`src/srps_pkg.sv`:
```
// Shared types and constants of the rare-position search block.
`default_nettype none

package srps_pkg;

   localparam int IND_W = 8;
   localparam int POS_W = 31;
   localparam int OP_W  = 2;

   localparam logic [OP_W-1:0] OP_APPEND = 2'd0;
   localparam logic [OP_W-1:0] OP_QUERY  = 2'd1;
   localparam logic [OP_W-1:0] OP_CLEAR  = 2'd2;

   typedef struct packed {
      logic [OP_W-1:0]  operation;
      logic [IND_W-1:0] individual_a;
      logic [IND_W-1:0] individual_b;
      logic [POS_W-1:0] position;
      logic             search_backward;
   } req_type;

   typedef struct packed {
      logic             found;
      logic [POS_W-1:0] shared_position;
      logic             status;
   } rsp_type;

endpackage

`default_nettype wire

```
`src/srps_cmp.sv`:
```
// Direction-aware position comparator shared by every search step.
`default_nettype none

module srps_cmp
   import srps_pkg::*;
(
   input  wire logic [POS_W-1:0] lhs,
   input  wire logic [POS_W-1:0] rhs,
   input  wire logic             backward,
   output logic                  ahead,
   output logic                  same
);

   // "Ahead" means lhs comes earlier in the walking order than rhs.
   always_comb begin
      same  = (lhs == rhs);
      ahead = backward ? (lhs > rhs) : (lhs < rhs);
   end

endmodule

`default_nettype wire

```
`config.mk`:
```
export PLATFORM = sky130hd
export DESIGN_NAME = srps_cmp
export DESIGN_NICKNAME = d
export VERILOG_FILES = /design/src/srps_pkg.sv /design/src/srps_cmp.sv
export SDC_FILE = /design/constraint.sdc
export NUM_CORES = 1
export LEC_CHECK = 0
export ABC_AREA = 1
export BUFFER_PORTS_ARGS = -buffer_cell sky130_fd_sc_hd__buf_2
export CAP_MARGIN = 30
export CORE_MARGIN = 1
export CORE_UTILIZATION = 48
export DETAILED_ROUTE_END_ITERATION = 16
export PLACE_DENSITY = 0.88
export SLEW_MARGIN = 20
export SYNTH_ARGS = -nofsm -noshare
export SYNTH_HDL_FRONTEND = slang
export SYNTH_SLANG_ARGS = --single-unit
```
`constraint.sdc`:
```
create_clock -name vclk -period 2.42
set_input_delay 0.121 -clock vclk [all_inputs]
set_output_delay 0.121 -clock vclk [all_outputs]
set_load 0.1 [all_outputs]
```
---- Word level (Yosys, flattened, before mapping) ----
Index checks and enable logic that the tools add are counted.
word-level totals
  flip-flop bits (word level) ............. 0
  bits of input ports ..................... 63
  output and inout port bits .............. 2
cells by class
  $lt $le $gt $ge ......................... 2
  equal/unequal tests ..................... 1
  mux-type cells .......................... 1
operator list
  kind            number
  $eq A31 B31 Y1  1
  $gt A31 B31 Y1  1
  $lt A31 B31 Y1  1
  $mux W1         1

---- Depth between registers and ports, before layout ----
  depth after elaboration ................. 2
  depth in mapped cells ................... 14

---- Worst setup path after synthesis ----
Ideal clock, no wire load.
  path kind ............................... input to output
  start point ............................. in rhs[14]
  end point ............................... out ahead
  data arrival time ....................... 1601 ps
  required time ........................... 2299 ps
  setup slack ............................. 698 ps
  cell stages on the path ................. 12
  path buffers ............................ 0
  path through ............................ inv_1 -> ha_1 -> nand2_1 -> nor2_2 -> nand2_1 -> nor2_2 -> nand2_1 -> nand2_1 -> nand2_1 -> nand3_1 -> nand2_1 -> inv_1
on the way
  longest elaborated chain between the ends .. 2
ends and longest elaborated chain
  what                                                     line            source
  start: declaration                                       srps_cmp.sv:8   input wire logic [POS_W-1:0] rhs,
  $lt A31 B31 Y1 / $gt A31 B31 Y1 (equally long branches)  srps_cmp.sv:17  ahead = backward ? (lhs > rhs) : (lhs < rhs);
  $mux W1 (*)                                              srps_cmp.sv:17
  end: declaration                                         srps_cmp.sv:10  output logic ahead,
Every way passes the cells marked *; elsewhere a longest branch is shown, timed or not.

---- Final worst setup path ----
  start point ............................. in lhs[14]
  end point ............................... out ahead
on the way
  longest elaborated chain between the ends .. 2
ends and longest elaborated chain
  what                                                     line            source
  start: declaration                                       srps_cmp.sv:7   input wire logic [POS_W-1:0] lhs,
  $lt A31 B31 Y1 / $gt A31 B31 Y1 (equally long branches)  srps_cmp.sv:17
  $mux W1 (*)                                              srps_cmp.sv:17
Marked as above.

==> flow_summary.ini <==
[power_and_ir_drop]
p_sw_share_pct = 53.4
p_switching_uw = 108
power_leakage_nw = 0.937
power_frac_clock_pct = 0
power_frac_comb_pct = 100.0
seq_power_share_pct = 0
powerDensity_nw_per_um2 = 156
total_power_uw = 202
p_int_uw = 94.0
peakVddDrop_uv = 144

[logic_synthesis]
yosysTopAreaCellShare_pct = 41.4
synth_cell_type_count = 14
yosysSeqAreaShare_pct = 0
synth.avg_cell_area_um2 = 5.78
synth_area_leaders = ha_1 41%, nand2_1 20%, inv_1 18%, a21oi_1 4.3%, nor2_1 3.6%
yosys_warnings = 0
synth_cells = 162
synth_top_area_cell = ha_1
synth_area_um2 = 936
synth_fp_nets = 256

[worst_hold_path]
min_from = backward
hold_depth = 5
min_path_type = in2out
worstHoldEndpoint = ahead

[setup_path]
cp-end-kind = output port
arrival_ns = 1.64
path_max_fanout = 2
cp-start-kind = input pin
required_ns = 2.30
worst-setup-path-type = in2out

[floorplanning]
start_util_pct = 52.5
pin_count = 65
dieArea_um2 = 2130
std_cell_rows = 15
fp.dieW_um = 46.2
fp.dieH_um = 46.2
core_area_um2 = 1780

[global_route]
grt_util_all_layers_pct = 18.2
grt_antenna_before_repair = 0
grt_max_degree = 4
grt.overflow.total = 0
grt_pass1_wl_mm = 3.04
grt_pass1_vias = 887

[place]
dp.cells = 252
dp_hpwl_mm = 1.76
portBuffers = 65
gp_congestion = 0.729

[timing]
period_needed_ns = 1.76
fmax_mhz = 567
tightest_slew_ns = 0.489
max-slew-margin-rel_pct = 67.6
period_share_pct = 72.9
hold_violations = 0
rsz0062_at_grt = no
slew_violations = 0
tns_ns = 0
finalSetupViolCount = 0

[routing]
num_vias = 1087
routed_wl_mm = 1.83
drc = 0
ant_nets = 0
dr.pass1.iters = 2
avgRoutedWirePerCell_um = 7.25
viasPerCell = 4.31
drt_iter0_markers = 3

[clocking]
cts_resized = 0
post_cts_buffers = 0
cts_hold_buf = 0

[cells_and_area]
regArea_um2 = 0
drive_gt1_share_pct = 33.5
fillers = 176
fin_util_pct = 72.5
antenna_cells = 0
seq_cells = 0
layout.nets = 323
clkbuf_count = 0
final_cells = 252
synthToLayoutAreaGrowth_pct = 38.1

[run_status]
status = completed

[run]
drv_cap = 0
## metal layers
metal | share of wire (%) | global-route usage (%) | up-vias
met5 | 0 | 0 | -
met4 | 0 | 0 | 0
met1 | 44 | 20.5 | 429
met2 | 50 | 38.3 | 36
li1 | - | - | 622
met3 | 6.6 | 0.784 | 0
## placed cells by master (no fill, tap or decap)
cell type / count
nand3_2: 1
a21oi_2: 1
a21o_1: 2
inv_2: 3
nor2_1: 9
nand2_1: 50
nand3_1: 3
buf_2: 65
nor3_2: 1
ha_1: 31
a21oi_1: 8
nand4_1: 2
inv_1: 46
nor2_2: 3
nand2_2: 2
## cell type report
type	instances	area [um2]	area share, %
inverters	49	184	14.2
well taps	25	31.3	2.42
multi-input cells	113	752	58.2
repair buffers	65	325	25.2
## worst max path at each step
stage,start,to,slack (ns),cells after the start
floorplan,rhs[14],ahead,0.70,12
global placement,lhs[14],ahead,0.65,13
detailed placement,lhs[14],ahead,0.65,13
CTS,lhs[14],ahead,0.64,13
global route,lhs[6],ahead,0.45,14
finish,lhs[14],ahead,0.66,13
## power by group through the flow
| stage | Sequential [mW] | Clock, mW | Combinational [mW] |
|---|---|---|---|
| after floorplan | 0 | 0 | 0.130 |
| after global placement | 0 | 0 | 0.199 |
| after detailed placement | 0 | 0 | 0.204 |
| after CTS | 0 | 0 | 0.206 |
| after global routing | 0 | 0 | 0.236 |
| final | 0 | 0 | 0.202 |
## through the flow
step	hold WS (ns)	setup slack (ns)	instance area [um2]
6_report	0.781	0.656	1290
3_5_place_dp	0.780	0.648	1290
4_1_cts	0.783	0.642	1290
2_1_floorplan	0.710	0.698	936
5_1_grt	0.829	0.454	1290
3_3_place_gp	0.791	0.647	1290
## synthesized netlist by cell type
| cell type | number |
|---|---|
| nand2_1 | 50 |
| inv_1 | 46 |
| ha_1 | 31 |
| nor2_1 | 9 |
| a21oi_1 | 8 |
| inv_2 | 3 |
| nand3_1 | 3 |
| nor2_2 | 3 |
| a21o_1 | 2 |
| nand2_2 | 2 |
| nand4_1 | 2 |
| a21oi_2 | 1 |
| nand3_2 | 1 |
| nor3_2 | 1 |
## cells by family (layout without fill, tap and decap cells)
family / Yosys count / in the layout / share of synthesized area, %
AO/OA/AOI/OAI: 11 / 11 / 6.82
adder cells (fa/ha/maj): 31 / 31 / 41.4
AND/OR/NAND/NOR: 71 / 71 / 32.1
buffers and inverters: 49 / 114 / 19.7
## worst max-delay path, cell delays in order
cell,delay (ns)
buf_2,0.10
ha_1,0.29
nand2_1,0.08
nor2_2,0.12
nand2_1,0.08
nor2_2,0.10
nand2_1,0.06
nand2_1,0.06
nand2_1,0.06
nand3_1,0.06
nand2_1,0.06
inv_1,0.04
buf_2,0.41
Note: power is estimated with default switching activity, not from simulation.
